<file path="src/design/dsts_pkg.sv">
package dsts_pkg;

  typedef logic        [31:0] err_t;
  typedef logic signed [31:0] feat_t;
  typedef logic        [23:0] weight_t;
  typedef logic        [9:0]  col_t;

  localparam err_t ErrMax = '1;

  typedef enum logic {
    CfgTotalPos = 1'b0,
    CfgTotalNeg = 1'b1
  } cfg_idx_e;

  // one sample as taken from the input channel
  typedef struct packed {
    feat_t   feature_value;
    logic    label_positive;
    weight_t sample_weight;
    col_t    column_index;
    logic    last_in_column;
    logic    last_column;
  } sample_t;

  // column state at the closing sample, before the final candidate check
  typedef struct packed {
    err_t  min_pos;
    err_t  min_neg;
    feat_t thr_pos;
    feat_t thr_neg;
    err_t  run_pos;
    err_t  run_neg;
    feat_t value;
    col_t  col;
    logic  last_col;
  } close_t;

  // best stump of one column
  typedef struct packed {
    err_t  err;
    logic  pol;
    feat_t thr;
    col_t  col;
    logic  last_col;
  } stump_t;

  // one result item
  typedef struct packed {
    err_t  col_error;
    logic  col_polarity;
    feat_t col_threshold;
    col_t  col_number;
    err_t  best_error;
    logic  best_polarity;
    feat_t best_threshold;
    col_t  best_column;
    logic  round_done;
  } result_t;

  function automatic err_t sat_add(err_t a, weight_t w);
    logic [32:0] s;
    s = {1'b0, a} + {9'b0, w};
    return s[32] ? ErrMax : s[31:0];
  endfunction

  function automatic err_t sat_sub(err_t a, weight_t w);
    return (a < {8'b0, w}) ? '0 : (a - {8'b0, w});
  endfunction

endpackage

</file>
<file path="src/design/dsts_if.sv">
interface dsts_sample_if;
  import dsts_pkg::*;

  logic    valid;
  logic    ready;
  feat_t   feature_value;
  logic    label_positive;
  weight_t sample_weight;
  col_t    column_index;
  logic    last_in_column;
  logic    last_column;

  modport source (
    output valid, feature_value, label_positive, sample_weight, column_index,
           last_in_column, last_column,
    input  ready
  );

  modport sink (
    input  valid, feature_value, label_positive, sample_weight, column_index,
           last_in_column, last_column,
    output ready
  );
endinterface

interface dsts_result_if;
  import dsts_pkg::*;

  logic  valid;
  logic  ready;
  err_t  col_error;
  logic  col_polarity;
  feat_t col_threshold;
  col_t  col_number;
  err_t  best_error;
  logic  best_polarity;
  feat_t best_threshold;
  col_t  best_column;
  logic  round_done;

  modport source (
    output valid, col_error, col_polarity, col_threshold, col_number,
           best_error, best_polarity, best_threshold, best_column, round_done,
    input  ready
  );

  modport sink (
    input  valid, col_error, col_polarity, col_threshold, col_number,
           best_error, best_polarity, best_threshold, best_column, round_done,
    output ready
  );
endinterface

</file>
<file path="src/design/dsts_scan.sv">
module dsts_scan (
  input  logic               clk_i,
  input  logic               rst_ni,
  input  logic               cfg_we_i,
  input  dsts_pkg::cfg_idx_e cfg_idx_i,
  input  dsts_pkg::err_t     cfg_data_i,
  dsts_sample_if.sink        sample,
  output logic               close_valid_o,
  output dsts_pkg::close_t   close_o,
  input  logic               close_ready_i
);
  import dsts_pkg::*;

  err_t    total_pos_q, total_neg_q;
  logic    in_valid_q;
  sample_t in_q;
  logic    close_valid_q;
  close_t  close_q;
  logic    open_q, pend_q;
  err_t    run_pos_q, run_neg_q, min_pos_q, min_neg_q;
  feat_t   thr_pos_q, thr_neg_q, prev_q;

  err_t    run_pos_d, run_neg_d, min_pos_d, min_neg_d;
  feat_t   thr_pos_d, thr_neg_d;
  logic    close_free, in_fire;

  assign close_free   = !close_valid_q || close_ready_i;
  assign in_fire      = in_valid_q && (!in_q.last_in_column || close_free);
  assign sample.ready = !in_valid_q || in_fire;

  always_ff @(posedge clk_i or negedge rst_ni) begin
    if (!rst_ni) begin
      total_pos_q <= '0;
      total_neg_q <= '0;
    end else if (cfg_we_i) begin
      case (cfg_idx_i)
        CfgTotalPos: total_pos_q <= cfg_data_i;
        CfgTotalNeg: total_neg_q <= cfg_data_i;
        default: ;
      endcase
    end
  end

  // candidate check on the older sample and error update run side by side
  always_comb begin
    err_t  base_rp, base_rn, base_mp, base_mn;
    feat_t base_tp, base_tn;
    logic  start, eval;
    start   = !open_q;
    base_rp = start ? total_pos_q : run_pos_q;
    base_rn = start ? total_neg_q : run_neg_q;
    base_mp = start ? ErrMax : min_pos_q;
    base_mn = start ? ErrMax : min_neg_q;
    base_tp = start ? '0 : thr_pos_q;
    base_tn = start ? '0 : thr_neg_q;
    eval    = !start && pend_q && (in_q.feature_value != prev_q);

    min_pos_d = base_mp;
    thr_pos_d = base_tp;
    if (eval && (base_rp < base_mp)) begin
      min_pos_d = base_rp;
      thr_pos_d = prev_q;
    end
    min_neg_d = base_mn;
    thr_neg_d = base_tn;
    if (eval && (base_rn < base_mn)) begin
      min_neg_d = base_rn;
      thr_neg_d = prev_q;
    end

    if (in_q.label_positive) begin
      run_pos_d = sat_sub(base_rp, in_q.sample_weight);
      run_neg_d = sat_add(base_rn, in_q.sample_weight);
    end else begin
      run_pos_d = sat_add(base_rp, in_q.sample_weight);
      run_neg_d = sat_sub(base_rn, in_q.sample_weight);
    end
  end

  always_ff @(posedge clk_i or negedge rst_ni) begin
    if (!rst_ni) begin
      in_valid_q    <= 1'b0;
      close_valid_q <= 1'b0;
      open_q        <= 1'b0;
      pend_q        <= 1'b0;
    end else begin
      if (sample.ready) begin
        in_valid_q <= sample.valid;
      end
      if (close_free) begin
        close_valid_q <= in_fire && in_q.last_in_column;
      end
      if (in_fire) begin
        open_q <= !in_q.last_in_column;
        pend_q <= !in_q.last_in_column;
      end
    end
  end

  always_ff @(posedge clk_i) begin
    if (sample.ready && sample.valid) begin
      in_q.feature_value  <= sample.feature_value;
      in_q.label_positive <= sample.label_positive;
      in_q.sample_weight  <= sample.sample_weight;
      in_q.column_index   <= sample.column_index;
      in_q.last_in_column <= sample.last_in_column;
      in_q.last_column    <= sample.last_column;
    end
    if (in_fire) begin
      run_pos_q <= run_pos_d;
      run_neg_q <= run_neg_d;
      min_pos_q <= min_pos_d;
      min_neg_q <= min_neg_d;
      thr_pos_q <= thr_pos_d;
      thr_neg_q <= thr_neg_d;
      prev_q    <= in_q.feature_value;
    end
    if (in_fire && in_q.last_in_column && close_free) begin
      close_q.min_pos  <= min_pos_d;
      close_q.min_neg  <= min_neg_d;
      close_q.thr_pos  <= thr_pos_d;
      close_q.thr_neg  <= thr_neg_d;
      close_q.run_pos  <= run_pos_d;
      close_q.run_neg  <= run_neg_d;
      close_q.value    <= in_q.feature_value;
      close_q.col      <= in_q.column_index;
      close_q.last_col <= in_q.last_column;
    end
  end

  assign close_valid_o = close_valid_q;
  assign close_o       = close_q;

endmodule

</file>
<file path="src/design/dsts_pick.sv">
module dsts_pick (
  input  logic             clk_i,
  input  logic             rst_ni,
  input  logic             close_valid_i,
  input  dsts_pkg::close_t close_i,
  output logic             close_ready_o,
  output logic             stump_valid_o,
  output dsts_pkg::stump_t stump_o,
  input  logic             stump_ready_i
);
  import dsts_pkg::*;

  logic   stump_valid_q;
  stump_t stump_q, stump_d;

  assign close_ready_o = !stump_valid_q || stump_ready_i;

  // last candidate of the column, then the polarity choice
  always_comb begin
    err_t  mp, mn;
    feat_t tp, tn;
    mp = close_i.min_pos;
    tp = close_i.thr_pos;
    if (close_i.run_pos < close_i.min_pos) begin
      mp = close_i.run_pos;
      tp = close_i.value;
    end
    mn = close_i.min_neg;
    tn = close_i.thr_neg;
    if (close_i.run_neg < close_i.min_neg) begin
      mn = close_i.run_neg;
      tn = close_i.value;
    end
    // equal errors go to polarity 0
    if (mp < mn) begin
      stump_d.err = mp;
      stump_d.pol = 1'b1;
      stump_d.thr = tp;
    end else begin
      stump_d.err = mn;
      stump_d.pol = 1'b0;
      stump_d.thr = tn;
    end
    stump_d.col      = close_i.col;
    stump_d.last_col = close_i.last_col;
  end

  always_ff @(posedge clk_i or negedge rst_ni) begin
    if (!rst_ni) begin
      stump_valid_q <= 1'b0;
    end else if (close_ready_o) begin
      stump_valid_q <= close_valid_i;
    end
  end

  always_ff @(posedge clk_i) begin
    if (close_ready_o && close_valid_i) begin
      stump_q <= stump_d;
    end
  end

  assign stump_valid_o = stump_valid_q;
  assign stump_o       = stump_q;

endmodule

</file>
<file path="src/design/dsts_rank.sv">
module dsts_rank (
  input  logic             clk_i,
  input  logic             rst_ni,
  input  logic             stump_valid_i,
  input  dsts_pkg::stump_t stump_i,
  output logic             stump_ready_o,
  dsts_result_if.source    result
);
  import dsts_pkg::*;

  logic    out_valid_q;
  result_t out_q;
  err_t    best_err_q, nb_err;
  logic    best_pol_q, nb_pol;
  feat_t   best_thr_q, nb_thr;
  col_t    best_col_q, nb_col;
  logic    take;

  assign stump_ready_o = !out_valid_q || result.ready;
  assign take          = stump_ready_o && stump_valid_i;

  // ties keep the earlier column
  always_comb begin
    if (stump_i.err < best_err_q) begin
      nb_err = stump_i.err;
      nb_pol = stump_i.pol;
      nb_thr = stump_i.thr;
      nb_col = stump_i.col;
    end else begin
      nb_err = best_err_q;
      nb_pol = best_pol_q;
      nb_thr = best_thr_q;
      nb_col = best_col_q;
    end
  end

  always_ff @(posedge clk_i or negedge rst_ni) begin
    if (!rst_ni) begin
      out_valid_q <= 1'b0;
      best_err_q  <= ErrMax;
      best_pol_q  <= 1'b0;
      best_thr_q  <= '0;
      best_col_q  <= '0;
    end else begin
      if (stump_ready_o) begin
        out_valid_q <= stump_valid_i;
      end
      if (take) begin
        if (stump_i.last_col) begin
          best_err_q <= ErrMax;
          best_pol_q <= 1'b0;
          best_thr_q <= '0;
          best_col_q <= '0;
        end else begin
          best_err_q <= nb_err;
          best_pol_q <= nb_pol;
          best_thr_q <= nb_thr;
          best_col_q <= nb_col;
        end
      end
    end
  end

  always_ff @(posedge clk_i) begin
    if (take) begin
      out_q.col_error      <= stump_i.err;
      out_q.col_polarity   <= stump_i.pol;
      out_q.col_threshold  <= stump_i.thr;
      out_q.col_number     <= stump_i.col;
      out_q.best_error     <= nb_err;
      out_q.best_polarity  <= nb_pol;
      out_q.best_threshold <= nb_thr;
      out_q.best_column    <= nb_col;
      out_q.round_done     <= stump_i.last_col;
    end
  end

  assign result.valid          = out_valid_q;
  assign result.col_error      = out_q.col_error;
  assign result.col_polarity   = out_q.col_polarity;
  assign result.col_threshold  = out_q.col_threshold;
  assign result.col_number     = out_q.col_number;
  assign result.best_error     = out_q.best_error;
  assign result.best_polarity  = out_q.best_polarity;
  assign result.best_threshold = out_q.best_threshold;
  assign result.best_column    = out_q.best_column;
  assign result.round_done     = out_q.round_done;

endmodule

</file>
<file path="src/design/decision_stump_threshold_search_core.sv">
// throughput: one sample item per cycle while no closing sample waits on a full
// close register; a result item per closing sample
// rate is set by the running-error loop in dsts_scan: one saturating add, one
// saturating subtract and two compares against the column registers per cycle
// reset: asynchronous, active low; clears valids, column open flags, totals
// to zero and the round best to all-ones error
module decision_stump_threshold_search_core (
  input  logic               clk_i,
  input  logic               rst_ni,
  input  logic               cfg_we_i,
  input  dsts_pkg::cfg_idx_e cfg_idx_i,
  input  dsts_pkg::err_t     cfg_data_i,
  dsts_sample_if.sink        sample_i,
  dsts_result_if.source      result_o
);
  import dsts_pkg::*;

  // scan -> pick: column state captured at the closing sample
  logic   close_valid, close_ready;
  close_t close_rec;

  // pick -> rank: chosen stump of the finished column
  logic   stump_valid, stump_ready;
  stump_t stump;

  // input register plus running errors; each sample checks the previous
  // value as a candidate, then adds or subtracts its weight
  dsts_scan u_scan (
    .clk_i         (clk_i),
    .rst_ni        (rst_ni),
    .cfg_we_i      (cfg_we_i),
    .cfg_idx_i     (cfg_idx_i),
    .cfg_data_i    (cfg_data_i),
    .sample        (sample_i),
    .close_valid_o (close_valid),
    .close_o       (close_rec),
    .close_ready_i (close_ready)
  );

  // final candidate at column end and polarity choice
  dsts_pick u_pick (
    .clk_i         (clk_i),
    .rst_ni        (rst_ni),
    .close_valid_i (close_valid),
    .close_i       (close_rec),
    .close_ready_o (close_ready),
    .stump_valid_o (stump_valid),
    .stump_o       (stump),
    .stump_ready_i (stump_ready)
  );

  // round best tracking and output register; samples that close no column
  // keep flowing while a result item waits here
  dsts_rank u_rank (
    .clk_i         (clk_i),
    .rst_ni        (rst_ni),
    .stump_valid_i (stump_valid),
    .stump_i       (stump),
    .stump_ready_o (stump_ready),
    .result        (result_o)
  );

endmodule

</file>
<file path="src/flat_wrapper.sv">
// flat-port wrapper written by rule: the top's interface ports become plain ports
module decision_stump_threshold_search_core_flat import dsts_pkg::*;
  (clk_i, rst_ni, cfg_we_i, cfg_idx_i, cfg_data_i, sample_i_valid, sample_i_feature_value, sample_i_label_positive, sample_i_sample_weight, sample_i_column_index, sample_i_last_in_column, sample_i_last_column, sample_i_ready, result_o_valid, result_o_col_error, result_o_col_polarity, result_o_col_threshold, result_o_col_number, result_o_best_error, result_o_best_polarity, result_o_best_threshold, result_o_best_column, result_o_round_done, result_o_ready);
  dsts_sample_if sample_i_i ();
  dsts_result_if result_o_i ();
  input  logic clk_i;
  input  logic rst_ni;
  input  logic cfg_we_i;
  input  dsts_pkg::cfg_idx_e cfg_idx_i;
  input  dsts_pkg::err_t cfg_data_i;
  input wire logic [$bits(sample_i_i.valid)-1:0] sample_i_valid;
  input wire logic [$bits(sample_i_i.feature_value)-1:0] sample_i_feature_value;
  input wire logic [$bits(sample_i_i.label_positive)-1:0] sample_i_label_positive;
  input wire logic [$bits(sample_i_i.sample_weight)-1:0] sample_i_sample_weight;
  input wire logic [$bits(sample_i_i.column_index)-1:0] sample_i_column_index;
  input wire logic [$bits(sample_i_i.last_in_column)-1:0] sample_i_last_in_column;
  input wire logic [$bits(sample_i_i.last_column)-1:0] sample_i_last_column;
  output wire logic [$bits(sample_i_i.ready)-1:0] sample_i_ready;
  output wire logic [$bits(result_o_i.valid)-1:0] result_o_valid;
  output wire logic [$bits(result_o_i.col_error)-1:0] result_o_col_error;
  output wire logic [$bits(result_o_i.col_polarity)-1:0] result_o_col_polarity;
  output wire logic [$bits(result_o_i.col_threshold)-1:0] result_o_col_threshold;
  output wire logic [$bits(result_o_i.col_number)-1:0] result_o_col_number;
  output wire logic [$bits(result_o_i.best_error)-1:0] result_o_best_error;
  output wire logic [$bits(result_o_i.best_polarity)-1:0] result_o_best_polarity;
  output wire logic [$bits(result_o_i.best_threshold)-1:0] result_o_best_threshold;
  output wire logic [$bits(result_o_i.best_column)-1:0] result_o_best_column;
  output wire logic [$bits(result_o_i.round_done)-1:0] result_o_round_done;
  input wire logic [$bits(result_o_i.ready)-1:0] result_o_ready;
  assign sample_i_i.valid = sample_i_valid;
  assign sample_i_i.feature_value = sample_i_feature_value;
  assign sample_i_i.label_positive = sample_i_label_positive;
  assign sample_i_i.sample_weight = sample_i_sample_weight;
  assign sample_i_i.column_index = sample_i_column_index;
  assign sample_i_i.last_in_column = sample_i_last_in_column;
  assign sample_i_i.last_column = sample_i_last_column;
  assign sample_i_ready = sample_i_i.ready;
  assign result_o_valid = result_o_i.valid;
  assign result_o_col_error = result_o_i.col_error;
  assign result_o_col_polarity = result_o_i.col_polarity;
  assign result_o_col_threshold = result_o_i.col_threshold;
  assign result_o_col_number = result_o_i.col_number;
  assign result_o_best_error = result_o_i.best_error;
  assign result_o_best_polarity = result_o_i.best_polarity;
  assign result_o_best_threshold = result_o_i.best_threshold;
  assign result_o_best_column = result_o_i.best_column;
  assign result_o_round_done = result_o_i.round_done;
  assign result_o_i.ready = result_o_ready;
  decision_stump_threshold_search_core u_core (.clk_i(clk_i), .rst_ni(rst_ni), .cfg_we_i(cfg_we_i), .cfg_idx_i(cfg_idx_i), .cfg_data_i(cfg_data_i), .sample_i(sample_i_i), .result_o(result_o_i));
endmodule
</file>
<file path="config.mk">
export PLATFORM = sky130hd
export DESIGN_NAME = decision_stump_threshold_search_core_flat
export DESIGN_NICKNAME = d
export VERILOG_FILES = /design/src/design/dsts_pkg.sv /design/src/design/dsts_if.sv /design/src/design/dsts_scan.sv /design/src/design/dsts_pick.sv /design/src/design/dsts_rank.sv /design/src/design/decision_stump_threshold_search_core.sv /design/src/flat_wrapper.sv
export SDC_FILE = /design/constraint.sdc
export NUM_CORES = 2
export LEC_CHECK = 0
export BUFFER_PORTS_ARGS = -buffer_cell sky130_fd_sc_hd__buf_2
export CELL_PAD_IN_SITES_DETAIL_PLACEMENT = 1
export CELL_PAD_IN_SITES_GLOBAL_PLACEMENT = 2
export CORE_MARGIN = 2
export CORE_UTILIZATION = 40
export DETAILED_ROUTE_END_ITERATION = 10
export PLACE_DENSITY_LB_ADDON = 0.1
export RECOVER_POWER = 50
export SLEW_MARGIN = 5
export SYNTH_ARGS = -nofsm -noshare
export SYNTH_HDL_FRONTEND = slang
export SYNTH_HIERARCHICAL = 1
export SYNTH_SLANG_ARGS = --single-unit
</file>
<file path="constraint.sdc">
create_clock -name clk_i -period 35.7 [get_ports clk_i]
set_input_delay 1.785 -clock clk_i [delete_from_list [all_inputs] [get_ports clk_i]]
set_output_delay 1.785 -clock clk_i [all_outputs]
set_load 0.1 [all_outputs]
</file>
==> run summary <==
Status - finished, violations left
Failing checks - max-capacitance violations, max-slew violations
Crit start category - input port
Clock root buffer - clkbuf_16
Ports - 260
Post-cts sizing count - 0
CP max FO - 99
Max Clk Rate - 0.107 GHz
Post-CTS setup buffers - 0
Critical path type - input port to register
Drt drc - 0
Endpoint type of the worst setup path - register
Initial DRC Count - 1,931
Peak supply drop - 40.9 µV
CTS tree - done
Worst-margin pin slew - 5.02 ns
M2 GR Usage - 0.402
Vias in the first global route - 32,715
Switching part of the total - 0.367
Max-slew headroom - -2.35
Total net switching power - 1.43 mW
Largest family of logic cells by synthesized area - compound AO/OA/AOI/OAI gates
Compound-cell area share of the yosys netlist - 0.130
PortBufs - 259
Post-synthesis adder-cell area fraction - 0.0804
Post-synthesis sequential area ratio - 0.559
Mux cell area share after synthesis - 0.0936
Drt pass-1 iters - 5
Gpl congestion - 0.865
Fill cell count - 12,119
Detailed placement HPWL - 104,000 µm
Ys async rst share - 0.160
Total GRT Usage - 0.236
Row count - 125
Core area - 116,000 µm²
Mapped Area - 47,100 µm²
Clock Power Share - 0.286
Hold_buf cts - 0
Initial antenna violation count - 3
EDFF count, synth - 755
H-tree Lvls - 3
Netlist cell types - 116
Unrepaired setup endpoints after global routing - no
Worst hold path type - register to register
Area grow syn2layout - 12.9%
NumNets Final - 4,353
Setup Total Neg Slack - 0 ns
Largest net degree at the start of global routing - 100
GRT met3 Usage - 0.0262
Slew Limit Fails - 740
Max reg flops - 235
Crit share post-route - 0.263
Via density - 5.64
Chip width - 347 µm
FF+latch count, synth - 899
Final setup vio count - 0
LEAKAGE - 21.2 nW
PD cells - 73.4 nW/µm²
Starting Density - 0.404
CTS max path bufs - 3
Layout cells sized above 1 - 0.171
Die area - 120,000 µm²
Die Y-Extent - 347 µm
CTS clock-pin slew for the worst setup and hold paths - 0.06 ns
Critical path arrival - 9.68 ns
Sequential power share - 0.380
Post-Synthesis Cells - 3,714
Int Power - 2.47 mW
Total CTS buffers - 104
Met1 Use GR - 0.325
Post-synthesis simple-gate area fraction - 0.0790
Gr busiest metal - met2
CTS sink cnt - 899
Gate power share - 0.335
Net Count, Synth - 4,121
Final Hold Fails - 0
Mean Syn Cell Area - 12.7 µm²
Routed wire length - 145,000 µm
Predominant post-synthesis flop cell - edfxtp_1
Final Skew - 0.0659 ns
Global-route wire length before repair - 215,000 µm
Warnings from Yosys - 6
Post-route ant nets - 0
Minimum clock period - 9.38 ns
Via count - 31,355
Post-Synth XOR/XNOR Area - 0.0134
Max-cap violation count - 15
Total gr overflow - 0
Wire per inst - 26.0 µm
Worst hold margin - 0.417 ns
Clock Latency Late Sink - 0.74 ns
Crit path required time - 36.00 ns
worst paths after layout:
path	start	end	slack (ns)	cells after the start
setup / recovery	result_o_ready	u_core/u_scan/close_o[230]	26.33	10
hold / removal	u_core/u_scan/close_o[3]	u_core/u_pick/stump_o[3]	0.42	0
min in group asynchronous	rst_ni	u_core/u_rank/best_col_q[8]	2.08	1
setup reg to reg	u_core/u_rank/result.valid	u_core/u_scan/close_o[230]	27.17	9
hold reg to reg	u_core/u_scan/close_o[3]	u_core/u_pick/stump_o[3]	0.42	0
max in group asynchronous	rst_ni	u_core/u_scan/total_neg_q[19]	29.37	2
cell type report:
class,instances,area (µm²),share of cell area
clock inverter,50,614,0.0116
antenna,1,2.50,0.0000471
timing repair buffer,308,1430,0.0269
sequential,899,26300,0.496
clock buffer,147,3040,0.0572
tap,1524,1910,0.0359
inverter,276,1040,0.0195
multi-input combinational,2357,18800,0.353
kinds of logic after synthesis:
kind of cell / after synthesis
flops: 899
compound gates: 838
simple gates: 749
buf+inv: 458
mux: 398
fa+ha+maj: 300
xor+xnor: 72
critical path: stages:
cell and delay (ns):
clkbuf_1 0.08, nand2b_1 0.17, nand2b_1 0.18, nand2b_1 0.16, inv_1 0.12, a21boi_4 0.07
clkbuf_1 1.02, nand2_1 0.46, clkinvlp_2 3.58, buf_4 1.79
synthesized netlist by cell type (34+ instances only):
cell type / count / area (µm²)
edfxtp_1: 755 / 22700
mux2i_1: 133 / 1330
buf_2: 39 / 195
xnor2_1: 37 / 324
clkbuf_1: 87 / 327
nand4_1: 36 / 225
ha_1: 296 / 3700
mux2_2: 229 / 2580
nand3_1: 73 / 365
o32a_1: 34 / 340
a21oi_1: 177 / 886
dfrtp_1: 112 / 2800
nor2b_1: 46 / 288
inv_1: 273 / 1020
nand2_1: 269 / 1010
a31oi_1: 45 / 282
a21o_1: 46 / 345
a211o_1: 40 / 350
xor2_1: 35 / 307
a22o_1: 36 / 315
nand2b_1: 72 / 450
o21ai_0: 134 / 671
a32o_1: 44 / 440
nor2_1: 114 / 428
nor3_1: 36 / 180
cell usage in the layout (no fill, tap or decap), types with 114 or more instances in the layout:
cell type	instances
ha_1	296
nand2_1	266
o21ai_0	134
clkbuf_1	188
edfxtp_1	755
mux2i_1	133
mux2_2	228
nor2_1	114
a21oi_1	176
inv_1	272
power by group through the flow:
stage / combinational [mW] / clock [mW] / sequential (mW)
after floorplan: 0.793 / 0 / 1.62
after global placement: 1.29 / 0 / 1.49
after detailed placement: 1.30 / 0 / 1.50
after CTS: 1.31 / 1.14 / 1.48
after global routing: 1.41 / 1.18 / 1.50
final: 1.30 / 1.11 / 1.48
per-stage QoR:
stage               cells  utilization  setup WS [ns]  cell area, µm²  power [mW]
finish               5562        0.456          26.33           53100        3.90
global placement     5364        0.427          28.87           49700        2.78
global route         5561        0.456          25.53           53100        4.09
detailed placement   5364        0.427          28.71           49700        2.80
floorplan            3714            -          10.33           47100        2.41
CTS                  5561        0.459          28.73           53400        3.93
per-layer routing:
layer  vias to the layer above  part of all wire
met3                       167             0.038
met2                       691              0.49
met5                         -                 0
met1                     16023              0.46
met4                         0             0.020
li1                      14474                 -
No activity file was read; power rests on OpenSTA's default activity.
